<file path="src/rtl/core/sfs_pkg.sv">
`timescale 1ns / 1ps
`default_nettype none

package sfs_pkg;

	// field widths
	localparam int DUR_W   = 32;
	localparam int CELL_W  = 12;
	localparam int COORD_W = 16;
	localparam int FC_W    = 5;
	localparam int LIN_W   = CELL_W + COORD_W;          // cell * step_x
	localparam int PROD_W  = LIN_W + COORD_W;           // step_y * row
	localparam int TOTAL_W = DUR_W + FC_W;              // sum of up to 31 durations
	localparam int DVD_W   = DUR_W;                     // divider dividend
	localparam int DVS_W   = TOTAL_W;                   // divider divisor
	localparam int STEP_W  = $clog2(DVD_W + 1);
	localparam int CIDX_W  = 3;

	// operation codes
	localparam logic [2:0] OP_TICK  = 3'd0;
	localparam logic [2:0] OP_PLAY  = 3'd1;
	localparam logic [2:0] OP_PAUSE = 3'd2;
	localparam logic [2:0] OP_STOP  = 3'd3;
	localparam logic [2:0] OP_SEEK  = 3'd4;
	localparam logic [2:0] OP_LOAD  = 3'd5;

	// run state codes
	localparam logic [1:0] PS_PLAYING = 2'd0;
	localparam logic [1:0] PS_PAUSED  = 2'd1;
	localparam logic [1:0] PS_STOPPED = 2'd2;

	// configuration register indexes
	localparam logic [CIDX_W-1:0] CFG_SHEET_SPAN  = 3'd0;
	localparam logic [CIDX_W-1:0] CFG_ORIGIN_X    = 3'd1;
	localparam logic [CIDX_W-1:0] CFG_ORIGIN_Y    = 3'd2;
	localparam logic [CIDX_W-1:0] CFG_STEP_X      = 3'd3;
	localparam logic [CIDX_W-1:0] CFG_STEP_Y      = 3'd4;
	localparam logic [CIDX_W-1:0] CFG_FRAME_COUNT = 3'd5;
	localparam logic [CIDX_W-1:0] CFG_LOOP_ENABLE = 3'd6;

	typedef struct packed {
		logic [2:0]        operation;
		logic [DUR_W-1:0]  delta;
		logic [7:0]        slot;
		logic [DUR_W-1:0]  duration;
		logic [CELL_W-1:0] cell_req;
	} item_t;

	typedef struct packed {
		logic [COORD_W-1:0] left;
		logic [COORD_W-1:0] top;
		logic [3:0]         frame_now;
		logic [1:0]         play_status;
	} result_t;

	typedef struct packed {
		logic [COORD_W-1:0] sheet_span;
		logic [COORD_W-1:0] origin_x;
		logic [COORD_W-1:0] origin_y;
		logic [COORD_W-1:0] step_x;
		logic [COORD_W-1:0] step_y;
		logic [FC_W-1:0]    frame_count;
		logic               loop_enable;
	} cfg_t;

	typedef enum logic [1:0] {
		DIV_SEEK,
		DIV_MOD,
		DIV_RECT
	} div_sel_t;

	typedef enum logic [4:0] {
		ST_IDLE,
		ST_DECODE,
		ST_SEEK_WAIT,
		ST_TICK_START,
		ST_FRAME_RD,
		ST_FRAME_CHK,
		ST_SUM,
		ST_SUM_TAIL,
		ST_MOD_CHK,
		ST_MOD_WAIT,
		ST_CELL_RD,
		ST_LIN,
		ST_RECT_DIV,
		ST_RECT_WAIT,
		ST_TOP,
		ST_RECT_FIN,
		ST_DONE
	} ctrl_st_t;

	typedef struct packed {
		logic     latch_in;
		logic     do_simple;
		logic     div_start;
		div_sel_t div_sel;
		logic     seek_apply;
		logic     tick_start;
		logic     rd_en;
		logic     rd_sum;
		logic     advance;
		logic     sum_clear;
		logic     sum_issue;
		logic     mod_apply;
		logic     lin_load;
		logic     top_load;
		logic     rect_load;
		logic     out_load;
	} cmd_t;

	typedef struct packed {
		logic [2:0] op;
		logic       playing;
		logic       e_le_d;
		logic       need_reduce;
		logic       adv_stop;
		logic       sum_last;
		logic       e_gt_total;
		logic       div_busy;
	} stat_t;

endpackage

`default_nettype wire

</file>
<file path="src/rtl/core/sfs_ram.sv">
`timescale 1ns / 1ps
`default_nettype none

module sfs_ram #(
	parameter int WIDTH = 8,
	parameter int DEPTH = 16,
	localparam int AW = (DEPTH > 1) ? $clog2(DEPTH) : 1
) (
	input  wire logic             clk,
	input  wire logic             wr_en,
	input  wire logic [AW-1:0]    wr_addr,
	input  wire logic [WIDTH-1:0] wr_data,
	input  wire logic             rd_en,
	input  wire logic [AW-1:0]    rd_addr,
	output logic      [WIDTH-1:0] rd_data
);

	logic [WIDTH-1:0] mem_q [DEPTH];

	always_ff @(posedge clk) begin
		if (wr_en) begin
			mem_q[wr_addr] <= wr_data;
		end
		if (rd_en) begin
			rd_data <= mem_q[rd_addr];
		end
	end

endmodule

`default_nettype wire

</file>
<file path="src/rtl/core/sfs_div.sv">
`timescale 1ns / 1ps
`default_nettype none

// restoring divider, one quotient bit per cycle
module sfs_div (
	input  wire logic                      clk,
	input  wire logic                      arst_n,
	input  wire logic                      start,
	input  wire logic [sfs_pkg::DVD_W-1:0] dividend,
	input  wire logic [sfs_pkg::DVS_W-1:0] divisor,
	output logic                           busy,
	output logic      [sfs_pkg::DVD_W-1:0] quotient,
	output logic      [sfs_pkg::DVS_W-1:0] remainder
);

	logic [sfs_pkg::DVS_W-1:0]  rem_q;
	logic [sfs_pkg::DVD_W-1:0]  quo_q;
	logic [sfs_pkg::DVS_W-1:0]  dvs_q;
	logic [sfs_pkg::STEP_W-1:0] step_q;
	logic                       busy_q;
	logic [sfs_pkg::DVS_W:0]    shifted;
	logic [sfs_pkg::DVS_W:0]    diff;
	logic                       ge;

	assign shifted = {rem_q, quo_q[sfs_pkg::DVD_W-1]};
	assign ge      = shifted >= {1'b0, dvs_q};
	assign diff    = shifted - {1'b0, dvs_q};

	always_ff @(posedge clk or negedge arst_n) begin
		if (!arst_n) begin
			busy_q <= 1'b0;
			step_q <= '0;
		end else if (start) begin
			busy_q <= 1'b1;
			step_q <= sfs_pkg::STEP_W'(sfs_pkg::DVD_W);
		end else if (busy_q) begin
			step_q <= step_q - 1'b1;
			busy_q <= (step_q != sfs_pkg::STEP_W'(1));
		end
	end

	always_ff @(posedge clk) begin
		if (start) begin
			rem_q <= '0;
			quo_q <= dividend;
			dvs_q <= divisor;
		end else if (busy_q) begin
			rem_q <= ge ? diff[sfs_pkg::DVS_W-1:0] : shifted[sfs_pkg::DVS_W-1:0];
			quo_q <= {quo_q[sfs_pkg::DVD_W-2:0], ge};
		end
	end

	assign busy      = busy_q;
	assign quotient  = quo_q;
	assign remainder = rem_q;

endmodule

`default_nettype wire

</file>
<file path="src/rtl/core/sfs_datapath.sv">
`timescale 1ns / 1ps
`default_nettype none

module sfs_datapath #(
	parameter int MAX_FRAMES = 16
) (
	input  wire logic             clk,
	input  wire logic             arst_n,
	input  wire sfs_pkg::cfg_t    cfg,
	input  wire sfs_pkg::item_t   item,
	input  wire sfs_pkg::cmd_t    cmd,
	output sfs_pkg::stat_t        stat,
	output sfs_pkg::result_t      result
);

	localparam int FIDX_W = (MAX_FRAMES > 1) ? $clog2(MAX_FRAMES) : 1;
	localparam int CNTW   = ((FIDX_W > sfs_pkg::FC_W) ? FIDX_W : sfs_pkg::FC_W) + 1;
	localparam int RAM_W  = sfs_pkg::DUR_W + sfs_pkg::CELL_W;

	sfs_pkg::item_t                 in_q;
	logic [sfs_pkg::DUR_W-1:0]      e_q;
	logic [FIDX_W-1:0]              cur_q;
	logic [1:0]                     run_q;
	logic [sfs_pkg::COORD_W-1:0]    left_q;
	logic [sfs_pkg::COORD_W-1:0]    top_q;
	logic [MAX_FRAMES-1:0]          valid_q;
	logic                           reduced_q;
	logic [CNTW-1:0]                sum_idx_q;
	logic [sfs_pkg::TOTAL_W-1:0]    total_q;
	logic                           pend_s1;
	logic                           rd_valid_s1;
	logic [sfs_pkg::LIN_W-1:0]      lin_q;
	logic [sfs_pkg::PROD_W-1:0]     prod_q;
	sfs_pkg::result_t               res_q;

	logic [CNTW-1:0]                cnt;
	logic [CNTW-1:0]                cur_ext;
	logic [CNTW-1:0]                cur_nx;
	logic                           wrap;
	logic [sfs_pkg::COORD_W-1:0]    span;
	logic [sfs_pkg::DUR_W:0]        e_sum;
	logic [sfs_pkg::DUR_W-1:0]      e_sat;
	logic [RAM_W-1:0]               rd_data;
	logic [sfs_pkg::DUR_W-1:0]      dur_raw;
	logic [sfs_pkg::DUR_W-1:0]      dur;
	logic [sfs_pkg::CELL_W-1:0]     cell_rd;
	logic                           slot_ok;
	logic                           wr_en;
	logic [FIDX_W-1:0]              wr_addr;
	logic [FIDX_W-1:0]              rd_addr;
	logic [sfs_pkg::DVD_W-1:0]      div_dvd;
	logic [sfs_pkg::DVS_W-1:0]      div_dvs;
	logic                           div_busy;
	logic [sfs_pkg::DVD_W-1:0]      quo;
	logic [sfs_pkg::DVS_W-1:0]      rem;
	logic [sfs_pkg::COORD_W:0]      left_sum;
	logic [sfs_pkg::PROD_W:0]       top_sum;

	// frame count clamped to 1..MAX_FRAMES
	always_comb begin
		if (cfg.frame_count == '0) begin
			cnt = CNTW'(1);
		end else if (CNTW'(cfg.frame_count) > CNTW'(MAX_FRAMES)) begin
			cnt = CNTW'(MAX_FRAMES);
		end else begin
			cnt = CNTW'(cfg.frame_count);
		end
	end

	assign cur_ext = CNTW'(cur_q);
	assign cur_nx  = cur_ext + 1'b1;
	assign wrap    = cur_nx >= cnt;
	assign span    = (cfg.sheet_span == '0) ? sfs_pkg::COORD_W'(1) : cfg.sheet_span;

	assign e_sum = {1'b0, e_q} + {1'b0, in_q.delta};
	assign e_sat = e_sum[sfs_pkg::DUR_W] ? '1 : e_sum[sfs_pkg::DUR_W-1:0];

	// frame slot store; entries never loaded read as zero
	assign slot_ok = 32'(in_q.slot) < 32'(MAX_FRAMES);
	assign wr_en   = cmd.do_simple && (in_q.operation == sfs_pkg::OP_LOAD) && slot_ok;
	assign wr_addr = in_q.slot[FIDX_W-1:0];
	assign rd_addr = cmd.rd_sum ? sum_idx_q[FIDX_W-1:0] : cur_q;

	sfs_ram #(
		.WIDTH(RAM_W),
		.DEPTH(MAX_FRAMES)
	) u_slot_ram (
		.clk    (clk),
		.wr_en  (wr_en),
		.wr_addr(wr_addr),
		.wr_data({in_q.duration, in_q.cell_req}),
		.rd_en  (cmd.rd_en),
		.rd_addr(rd_addr),
		.rd_data(rd_data)
	);

	assign dur_raw = rd_valid_s1 ? rd_data[RAM_W-1:sfs_pkg::CELL_W] : '0;
	assign dur     = (dur_raw == '0) ? sfs_pkg::DUR_W'(1) : dur_raw;
	assign cell_rd = rd_valid_s1 ? rd_data[sfs_pkg::CELL_W-1:0] : '0;

	always_comb begin
		case (cmd.div_sel)
			sfs_pkg::DIV_MOD: begin
				div_dvd = e_q - 1'b1;
				div_dvs = total_q;
			end
			sfs_pkg::DIV_RECT: begin
				div_dvd = sfs_pkg::DVD_W'(lin_q);
				div_dvs = sfs_pkg::DVS_W'(span);
			end
			default: begin
				div_dvd = sfs_pkg::DVD_W'(in_q.slot);
				div_dvs = sfs_pkg::DVS_W'(cnt);
			end
		endcase
	end

	sfs_div u_div (
		.clk      (clk),
		.arst_n   (arst_n),
		.start    (cmd.div_start),
		.dividend (div_dvd),
		.divisor  (div_dvs),
		.busy     (div_busy),
		.quotient (quo),
		.remainder(rem)
	);

	assign left_sum = {1'b0, rem[sfs_pkg::COORD_W-1:0]} + {1'b0, cfg.origin_x};
	assign top_sum  = {1'b0, prod_q} + (sfs_pkg::PROD_W + 1)'(cfg.origin_y);

	always_ff @(posedge clk or negedge arst_n) begin
		if (!arst_n) begin
			e_q         <= '0;
			cur_q       <= '0;
			run_q       <= sfs_pkg::PS_PLAYING;
			left_q      <= '0;
			top_q       <= '0;
			valid_q     <= '0;
			reduced_q   <= 1'b0;
			sum_idx_q   <= '0;
			total_q     <= '0;
			pend_s1     <= 1'b0;
			rd_valid_s1 <= 1'b0;
		end else begin
			pend_s1 <= cmd.sum_issue;
			if (cmd.rd_en) begin
				rd_valid_s1 <= valid_q[rd_addr];
			end
			if (wr_en) begin
				valid_q[wr_addr] <= 1'b1;
			end
			if (cmd.do_simple) begin
				case (in_q.operation)
					sfs_pkg::OP_PLAY:  run_q <= sfs_pkg::PS_PLAYING;
					sfs_pkg::OP_PAUSE: run_q <= sfs_pkg::PS_PAUSED;
					sfs_pkg::OP_STOP: begin
						run_q <= sfs_pkg::PS_STOPPED;
						cur_q <= '0;
					end
					default: ;
				endcase
			end
			if (cmd.seek_apply) begin
				cur_q <= rem[FIDX_W-1:0];
				e_q   <= '0;
			end
			if (cmd.tick_start) begin
				// count may have been lowered under the current frame
				if (cur_ext >= cnt) begin
					cur_q <= '0;
				end
				e_q       <= e_sat;
				reduced_q <= 1'b0;
			end
			if (cmd.advance) begin
				e_q <= e_q - dur;
				if (!wrap) begin
					cur_q <= cur_nx[FIDX_W-1:0];
				end else if (cfg.loop_enable) begin
					cur_q <= '0;
				end else begin
					run_q <= sfs_pkg::PS_STOPPED;
				end
			end
			if (cmd.sum_clear) begin
				sum_idx_q <= '0;
				total_q   <= '0;
				reduced_q <= 1'b1;
			end else begin
				if (cmd.sum_issue) begin
					sum_idx_q <= sum_idx_q + 1'b1;
				end
				if (pend_s1) begin
					total_q <= total_q + sfs_pkg::TOTAL_W'(dur);
				end
			end
			if (cmd.mod_apply) begin
				// (e-1) mod total + 1: whole passes of the loop removed
				e_q <= rem[sfs_pkg::DUR_W-1:0] + 1'b1;
			end
			if (cmd.rect_load) begin
				left_q <= left_sum[sfs_pkg::COORD_W] ? '1 : left_sum[sfs_pkg::COORD_W-1:0];
				top_q  <= (top_sum[sfs_pkg::PROD_W:sfs_pkg::COORD_W] != '0) ? '1
				          : top_sum[sfs_pkg::COORD_W-1:0];
			end
		end
	end

	always_ff @(posedge clk) begin
		if (cmd.latch_in) begin
			in_q <= item;
		end
		if (cmd.lin_load) begin
			lin_q <= sfs_pkg::LIN_W'(cell_rd) * sfs_pkg::LIN_W'(cfg.step_x);
		end
		if (cmd.top_load) begin
			prod_q <= sfs_pkg::PROD_W'(cfg.step_y) * sfs_pkg::PROD_W'(quo[sfs_pkg::LIN_W-1:0]);
		end
		if (cmd.out_load) begin
			res_q.left        <= left_q;
			res_q.top         <= top_q;
			res_q.frame_now   <= cur_ext[3:0];
			res_q.play_status <= run_q;
		end
	end

	assign stat.op          = in_q.operation;
	assign stat.playing     = run_q == sfs_pkg::PS_PLAYING;
	assign stat.e_le_d      = e_q <= dur;
	assign stat.need_reduce = (cur_q == '0) && cfg.loop_enable && !reduced_q;
	assign stat.adv_stop    = wrap && !cfg.loop_enable;
	assign stat.sum_last    = sum_idx_q == (cnt - 1'b1);
	assign stat.e_gt_total  = sfs_pkg::TOTAL_W'(e_q) > total_q;
	assign stat.div_busy    = div_busy;

	assign result = res_q;

endmodule

`default_nettype wire

</file>
<file path="src/rtl/core/sfs_ctrl.sv">
`timescale 1ns / 1ps
`default_nettype none

module sfs_ctrl (
	input  wire logic           clk,
	input  wire logic           arst_n,
	input  wire logic           item_valid,
	output logic                item_ready,
	output logic                result_valid,
	input  wire logic           result_ready,
	input  wire sfs_pkg::stat_t stat,
	output sfs_pkg::cmd_t       cmd
);

	sfs_pkg::ctrl_st_t state_q;
	sfs_pkg::ctrl_st_t state_nx;
	logic              out_valid_q;
	logic              out_free;
	logic              accept;

	assign out_free = !out_valid_q || result_ready;
	assign accept   = item_valid && (state_q == sfs_pkg::ST_IDLE);

	always_ff @(posedge clk or negedge arst_n) begin
		if (!arst_n) begin
			state_q     <= sfs_pkg::ST_IDLE;
			out_valid_q <= 1'b0;
		end else begin
			state_q <= state_nx;
			if (cmd.out_load) begin
				out_valid_q <= 1'b1;
			end else if (result_ready) begin
				out_valid_q <= 1'b0;
			end
		end
	end

	always_comb begin
		state_nx = state_q;
		case (state_q)
			sfs_pkg::ST_IDLE: begin
				if (accept) state_nx = sfs_pkg::ST_DECODE;
			end
			sfs_pkg::ST_DECODE: begin
				if (stat.op == sfs_pkg::OP_SEEK) begin
					state_nx = sfs_pkg::ST_SEEK_WAIT;
				end else if (stat.op == sfs_pkg::OP_TICK && stat.playing) begin
					state_nx = sfs_pkg::ST_TICK_START;
				end else begin
					state_nx = sfs_pkg::ST_DONE;
				end
			end
			sfs_pkg::ST_SEEK_WAIT: begin
				if (!stat.div_busy) state_nx = sfs_pkg::ST_DONE;
			end
			sfs_pkg::ST_TICK_START: state_nx = sfs_pkg::ST_FRAME_RD;
			sfs_pkg::ST_FRAME_RD:   state_nx = sfs_pkg::ST_FRAME_CHK;
			sfs_pkg::ST_FRAME_CHK: begin
				if (stat.e_le_d) begin
					state_nx = sfs_pkg::ST_CELL_RD;
				end else if (stat.need_reduce) begin
					state_nx = sfs_pkg::ST_SUM;
				end else if (stat.adv_stop) begin
					state_nx = sfs_pkg::ST_CELL_RD;
				end else begin
					state_nx = sfs_pkg::ST_FRAME_RD;
				end
			end
			sfs_pkg::ST_SUM: begin
				if (stat.sum_last) state_nx = sfs_pkg::ST_SUM_TAIL;
			end
			sfs_pkg::ST_SUM_TAIL: state_nx = sfs_pkg::ST_MOD_CHK;
			sfs_pkg::ST_MOD_CHK: begin
				state_nx = stat.e_gt_total ? sfs_pkg::ST_MOD_WAIT : sfs_pkg::ST_FRAME_RD;
			end
			sfs_pkg::ST_MOD_WAIT: begin
				if (!stat.div_busy) state_nx = sfs_pkg::ST_FRAME_RD;
			end
			sfs_pkg::ST_CELL_RD:  state_nx = sfs_pkg::ST_LIN;
			sfs_pkg::ST_LIN:      state_nx = sfs_pkg::ST_RECT_DIV;
			sfs_pkg::ST_RECT_DIV: state_nx = sfs_pkg::ST_RECT_WAIT;
			sfs_pkg::ST_RECT_WAIT: begin
				if (!stat.div_busy) state_nx = sfs_pkg::ST_TOP;
			end
			sfs_pkg::ST_TOP:      state_nx = sfs_pkg::ST_RECT_FIN;
			sfs_pkg::ST_RECT_FIN: state_nx = sfs_pkg::ST_DONE;
			sfs_pkg::ST_DONE: begin
				if (out_free) state_nx = sfs_pkg::ST_IDLE;
			end
			default: state_nx = sfs_pkg::ST_IDLE;
		endcase
	end

	always_comb begin
		cmd = '0;
		case (state_q)
			sfs_pkg::ST_IDLE: cmd.latch_in = accept;
			sfs_pkg::ST_DECODE: begin
				if (stat.op == sfs_pkg::OP_SEEK) begin
					cmd.div_start = 1'b1;
					cmd.div_sel   = sfs_pkg::DIV_SEEK;
				end else if (!(stat.op == sfs_pkg::OP_TICK && stat.playing)) begin
					cmd.do_simple = 1'b1;
				end
			end
			sfs_pkg::ST_SEEK_WAIT:  cmd.seek_apply = !stat.div_busy;
			sfs_pkg::ST_TICK_START: cmd.tick_start = 1'b1;
			sfs_pkg::ST_FRAME_RD:   cmd.rd_en = 1'b1;
			sfs_pkg::ST_FRAME_CHK: begin
				if (!stat.e_le_d) begin
					if (stat.need_reduce) begin
						cmd.sum_clear = 1'b1;
					end else begin
						cmd.advance = 1'b1;
					end
				end
			end
			sfs_pkg::ST_SUM: begin
				cmd.sum_issue = 1'b1;
				cmd.rd_en     = 1'b1;
				cmd.rd_sum    = 1'b1;
			end
			sfs_pkg::ST_MOD_CHK: begin
				cmd.div_start = stat.e_gt_total;
				cmd.div_sel   = sfs_pkg::DIV_MOD;
			end
			sfs_pkg::ST_MOD_WAIT: cmd.mod_apply = !stat.div_busy;
			sfs_pkg::ST_CELL_RD:  cmd.rd_en = 1'b1;
			sfs_pkg::ST_LIN:      cmd.lin_load = 1'b1;
			sfs_pkg::ST_RECT_DIV: begin
				cmd.div_start = 1'b1;
				cmd.div_sel   = sfs_pkg::DIV_RECT;
			end
			sfs_pkg::ST_TOP:      cmd.top_load = 1'b1;
			sfs_pkg::ST_RECT_FIN: cmd.rect_load = 1'b1;
			sfs_pkg::ST_DONE:     cmd.out_load = out_free;
			default: ;
		endcase
	end

	assign item_ready   = state_q == sfs_pkg::ST_IDLE;
	assign result_valid = out_valid_q;

endmodule

`default_nettype wire

</file>
<file path="src/rtl/core/sprite_frame_sequencer_unit.sv">
`timescale 1ns / 1ps
`default_nettype none

// Channel   Handshake               Payload                  Beat
// item      item_valid/item_ready   item (sfs_pkg::item_t)   one command
// result    result_valid/result_ready result (result_t)      one per item
// cfg       cfg_valid/cfg_ready     cfg_index, cfg_data      one register write
//
// One item at a time. Play, pause, stop, load and ignored ticks go from decode straight to done.
// Seek waits on the shared 32-step serial divider.
// Playing tick: frames are read and advanced one by one; at frame zero with looping on, the
// durations are summed and the divider takes whole loops off when the elapsed time covers one;
// the divider then also finds the cell's place on the sheet.
// Reset clears the control and sequencer state (slot store through per-slot valid bits).
// A waiting result does not stop the next item from being accepted.
module sprite_frame_sequencer_unit #(
	parameter int MAX_FRAMES = 16
) (
	input  wire logic                           clk,
	input  wire logic                           arst_n,
	input  wire logic                           item_valid,
	output logic                                item_ready,
	input  wire sfs_pkg::item_t                 item,
	output logic                                result_valid,
	input  wire logic                           result_ready,
	output sfs_pkg::result_t                    result,
	input  wire logic                           cfg_valid,
	output logic                                cfg_ready,
	input  wire logic [sfs_pkg::CIDX_W-1:0]     cfg_index,
	input  wire logic [sfs_pkg::COORD_W-1:0]    cfg_data
);

	sfs_pkg::cfg_t  cfg_q;
	sfs_pkg::cmd_t  cmd;
	sfs_pkg::stat_t stat;

	assign cfg_ready = 1'b1;

	always_ff @(posedge clk or negedge arst_n) begin
		if (!arst_n) begin
			cfg_q.sheet_span  <= sfs_pkg::COORD_W'(1);
			cfg_q.origin_x    <= '0;
			cfg_q.origin_y    <= '0;
			cfg_q.step_x      <= sfs_pkg::COORD_W'(1);
			cfg_q.step_y      <= '0;
			cfg_q.frame_count <= sfs_pkg::FC_W'(1);
			cfg_q.loop_enable <= 1'b1;
		end else if (cfg_valid) begin
			case (cfg_index)
				sfs_pkg::CFG_SHEET_SPAN:  cfg_q.sheet_span  <= cfg_data;
				sfs_pkg::CFG_ORIGIN_X:    cfg_q.origin_x    <= cfg_data;
				sfs_pkg::CFG_ORIGIN_Y:    cfg_q.origin_y    <= cfg_data;
				sfs_pkg::CFG_STEP_X:      cfg_q.step_x      <= cfg_data;
				sfs_pkg::CFG_STEP_Y:      cfg_q.step_y      <= cfg_data;
				sfs_pkg::CFG_FRAME_COUNT: cfg_q.frame_count <= cfg_data[sfs_pkg::FC_W-1:0];
				sfs_pkg::CFG_LOOP_ENABLE: cfg_q.loop_enable <= cfg_data[0];
				default: ;
			endcase
		end
	end

	sfs_ctrl u_ctrl (
		.clk         (clk),
		.arst_n      (arst_n),
		.item_valid  (item_valid),
		.item_ready  (item_ready),
		.result_valid(result_valid),
		.result_ready(result_ready),
		.stat        (stat),
		.cmd         (cmd)
	);

	sfs_datapath #(
		.MAX_FRAMES(MAX_FRAMES)
	) u_datapath (
		.clk   (clk),
		.arst_n(arst_n),
		.cfg   (cfg_q),
		.item  (item),
		.cmd   (cmd),
		.stat  (stat),
		.result(result)
	);

endmodule

`default_nettype wire

</file>
<file path="config.mk">
export PLATFORM = sky130hd
export DESIGN_NAME = sprite_frame_sequencer_unit
export DESIGN_NICKNAME = d
export VERILOG_FILES = /design/src/rtl/core/sfs_pkg.sv /design/src/rtl/core/sfs_ram.sv /design/src/rtl/core/sfs_div.sv /design/src/rtl/core/sfs_datapath.sv /design/src/rtl/core/sfs_ctrl.sv /design/src/rtl/core/sprite_frame_sequencer_unit.sv
export SDC_FILE = /design/constraint.sdc
export NUM_CORES = 2
export LEC_CHECK = 0
export ABC_AREA = 1
export BUFFER_PORTS_ARGS = -buffer_cell sky130_fd_sc_hd__buf_2
export CORE_ASPECT_RATIO = 1.25
export CORE_MARGIN = 4
export CORE_UTILIZATION = 55
export DETAILED_ROUTE_END_ITERATION = 8
export PLACE_DENSITY = 0.71
export SLEW_MARGIN = 25
export SYNTH_ARGS = -nofsm -noshare
export SYNTH_HDL_FRONTEND = slang
export SYNTH_HIERARCHICAL = 1
export SYNTH_SLANG_ARGS = --single-unit
</file>
<file path="constraint.sdc">
create_clock -name clk -period 9.45 [get_ports clk]
set_input_delay 2.835 -clock clk [delete_from_list [all_inputs] [get_ports clk]]
set_output_delay 2.835 -clock clk [all_outputs]
set_load 0.005 [all_outputs]
</file>
==> metrics.cfg <==
[synthesis]
synth_edf_count=1014
yosys_warnings=6
syn_avg_cell_area_um2=8.38
ys_ff_latch=1282
synth_top_area_share_pct=34.5
ys_async_sr_fraction_pct=18.0
synth_seq_area_share_pct=42.0
netlist_area_um2=88100
yosysTopAreaCell=edfxtp_1
yosys-top-cells-area=edfxtp_1, nand2_1, fa_1, inv_1, dfrtp_1
ys_top_cells_by_count=nand2_1, inv_1, edfxtp_1, nand3_1, nor2_1
syn_nets=11500
syn_inst=10500
synth_ff_type=edfxtp_1
synth.most_common_cell=nand2_1
synth_cell_types=66

[global_route]
grt_overflow=0
grt_usage_pct=31.7
grt_pass1_wl_mm=407
grt_max_degree=185
antenna_found_initial=2
grt_pass1_vias=70300

[hold_path]
min_path_type=reg2reg

[timing]
fmax_mhz=147
finalMaxSlewViolations=0
timing.setup.tns_ns=0
final.min_clock_period_ns=6.82
fin_ws_ns=2.63
rsz0062_at_grt=false
finalSetupViolations=0
slew_headroom_pct=27.3
hold_viol_final=0
min_period_over_period_pct=72.1
fin_skew_ns=0.0442
max_slew.worst_pin.slew_ns=1.09

[clocking]
clkLatencyLatePin_ns=0.81
cts_buffer_depth=3
root_buffer=clkbuf_16
htree_levels=4
ctsHoldBuffers=0
cts_buffers=137
cts_tree=built
postCtsSetupRepairBufs=0
cts.clk_slew.worst_paths_ns=0.06
cts_resized=0
cts.sinks=1282

[placement]
portBuffers=150
dpl_worst_slack_ns=2.73
place_congestion=1.02
hpwlAfterDp_mm=188

[critical_path]
worstPathCellList=nand2_1, fa_1, inv_1, fa_1, fa_1, fa_1, fa_1, inv_1, fa_1, inv_1, ha_1, nand2_1, nor2_1, inv_1, nor2_1, nand4_1, nand3_1, a21oi_1, o21ai_0, nand3_1, nand2_1, xor2_1
crit_top_cell=fa_1
crit_path_max_fanout=17
endpoint_kind=flip-flop
path_delay_family=adder cells
path_class=reg2reg
path_buf_inv=4
critPathSlowestCell=edfxtp_1
crit_arrival_ns=7.34
required_ns=9.97
max_stage_delay_ns=1.03
critPathLaunchType=flip-flop

[cells_and_area]
multiInputGateArea_um2=42000
post-route-util_pct=59.6
nNetsFinal=11500
num-fill-cells=13900
seqCellArea_um2=37000
layout-drive-gt1-share_pct=5.47
syn_to_final_growth_pct=8.01

[routing]
wl_per_cell_um=21.1
wl_mm=268
ant_nets=0
route.detailed.drc=0
dr.pass1.iters=9
drt_iter0_drc=6158
vias_per_cell=5.61
route.vias.total=71300

[floorplanning]
rows=164
die_h_um=456
die_area_um2=167000
ios=152
initial_core_util_pct=55.2
core_um2=160000
die_x_um=366

[status]
outcome=finished clean

[run]
cap_violations=0

==> worst paths after layout <==
| path | from | endpoint | slack [ns] | cells after the start |
|---|---|---|---|---|
| setup reg to reg | u_datapath/u_div/quotient[11] | u_datapath/prod_q[41] | 2.63 | 22 |
| max in group asynchronous | arst_n | cfg_q[50] | 6.16 | 2 |
| hold / removal | u_datapath/left_q[14] | u_datapath/result[36] | 0.44 | 0 |
| hold reg to reg | u_datapath/left_q[14] | u_datapath/result[36] | 0.44 | 0 |
| min in group asynchronous | arst_n | u_datapath/e_q[30] | 2.01 | 1 |
| setup / recovery | u_datapath/u_div/quotient[11] | u_datapath/prod_q[41] | 2.63 | 22 |
==> worst register-to-register path, cell delays in order (launching register included) <==
cell and delay [ns]:
edfxtp_1 1.03, nand2_1 0.21, fa_1 0.57, inv_1 0.05, fa_1 0.52, fa_1 0.45, fa_1 0.52, fa_1 0.55
inv_1 0.06, fa_1 0.59, inv_1 0.06, ha_1 0.37, nand2_1 0.11, nor2_1 0.14, inv_1 0.08, nor2_1 0.16
nand4_1 0.10, nand3_1 0.17, a21oi_1 0.13, o21ai_0 0.38, nand3_1 0.12, nand2_1 0.10, xor2_1 0.07
==> through the flow <==
stage,std cells,hold WS (ns),area (um^2)
4_1_cts,12700,0.444,95200
3_3_place_gp,12500,0.430,90700
5_1_grt,12700,0.458,95200
3_5_place_dp,12500,0.431,90700
2_1_floorplan,10500,0.420,88100
6_report,12700,0.443,95200
==> per-layer routing <==
layer / track usage (%) / vias up / part of all wire [%]
li1: - / 33100 / -
met1: 39.6 / 34200 / 38
met2: 53.1 / 3225 / 48
met3: 5.58 / 770 / 8.1
met4: 16.2 / 0 / 5.8
met5: 0 / - / 0
==> cell type report <==
type                    instances  area share [%]
multi-input cells            6806            44.1
flip-flops and latches       1282            38.9
inverters                    2052            8.11
clock buffers                 173            3.85
well taps                    2075            2.73
repair buffers                237            1.56
clock inverters                76           0.815
diodes                          1         0.00263
==> registers in the layout, summed over array words and instances, names as in the netlist, 28 cells and up <==
name	flops
cfg_q	86
u_datapath/e_q	32
u_datapath/in_q	84
u_datapath/lin_q	28
u_datapath/prod_q	44
u_datapath/result	38
u_datapath/total_q	37
u_datapath/u_div/dvs_q	37
u_datapath/u_div/quotient	32
u_datapath/u_div/remainder	37
u_datapath/u_slot_ram/mem_q	704
u_datapath/u_slot_ram/rd_data	44
==> cell families after synthesis <==
family                   share of synthesized area, %
AND/OR/NAND/NOR                                  22.8
buffers and inverters                            10.7
flip-flops                                       42.0
adder cells (fa/ha/maj)                          17.2
AO/OA/AOI/OAI                                    5.60
XOR/XNOR                                         1.73
other                                         0.00425
==> cell usage in the layout, fill, tap and decap left out, drive strengths merged, types with 6 or more instances in the layout <==
cell and n:
ha 399, o21ai 320, fa 508, and3 7, nor2 601, o21bai 40, nand3b 28, nand2 3097
or2 8, dfxtp 37, nor3 61, o211ai 21, clkinv 60, nand4 59, clkbuf 173, xor2 100
a21o 23, o22ai 19, edfxtp 1014, a21boi 11, buf 237, nor4 34, inv 2054, nand3 949
a31oi 33, a211oi 6, dfrtp 227, o21a 24, a21oi 345, o221ai 12, xnor2 74, bufinv 9
Power is not shown: default switching activity piles up to over one toggle a cycle in this logic, so the estimate is an artifact.
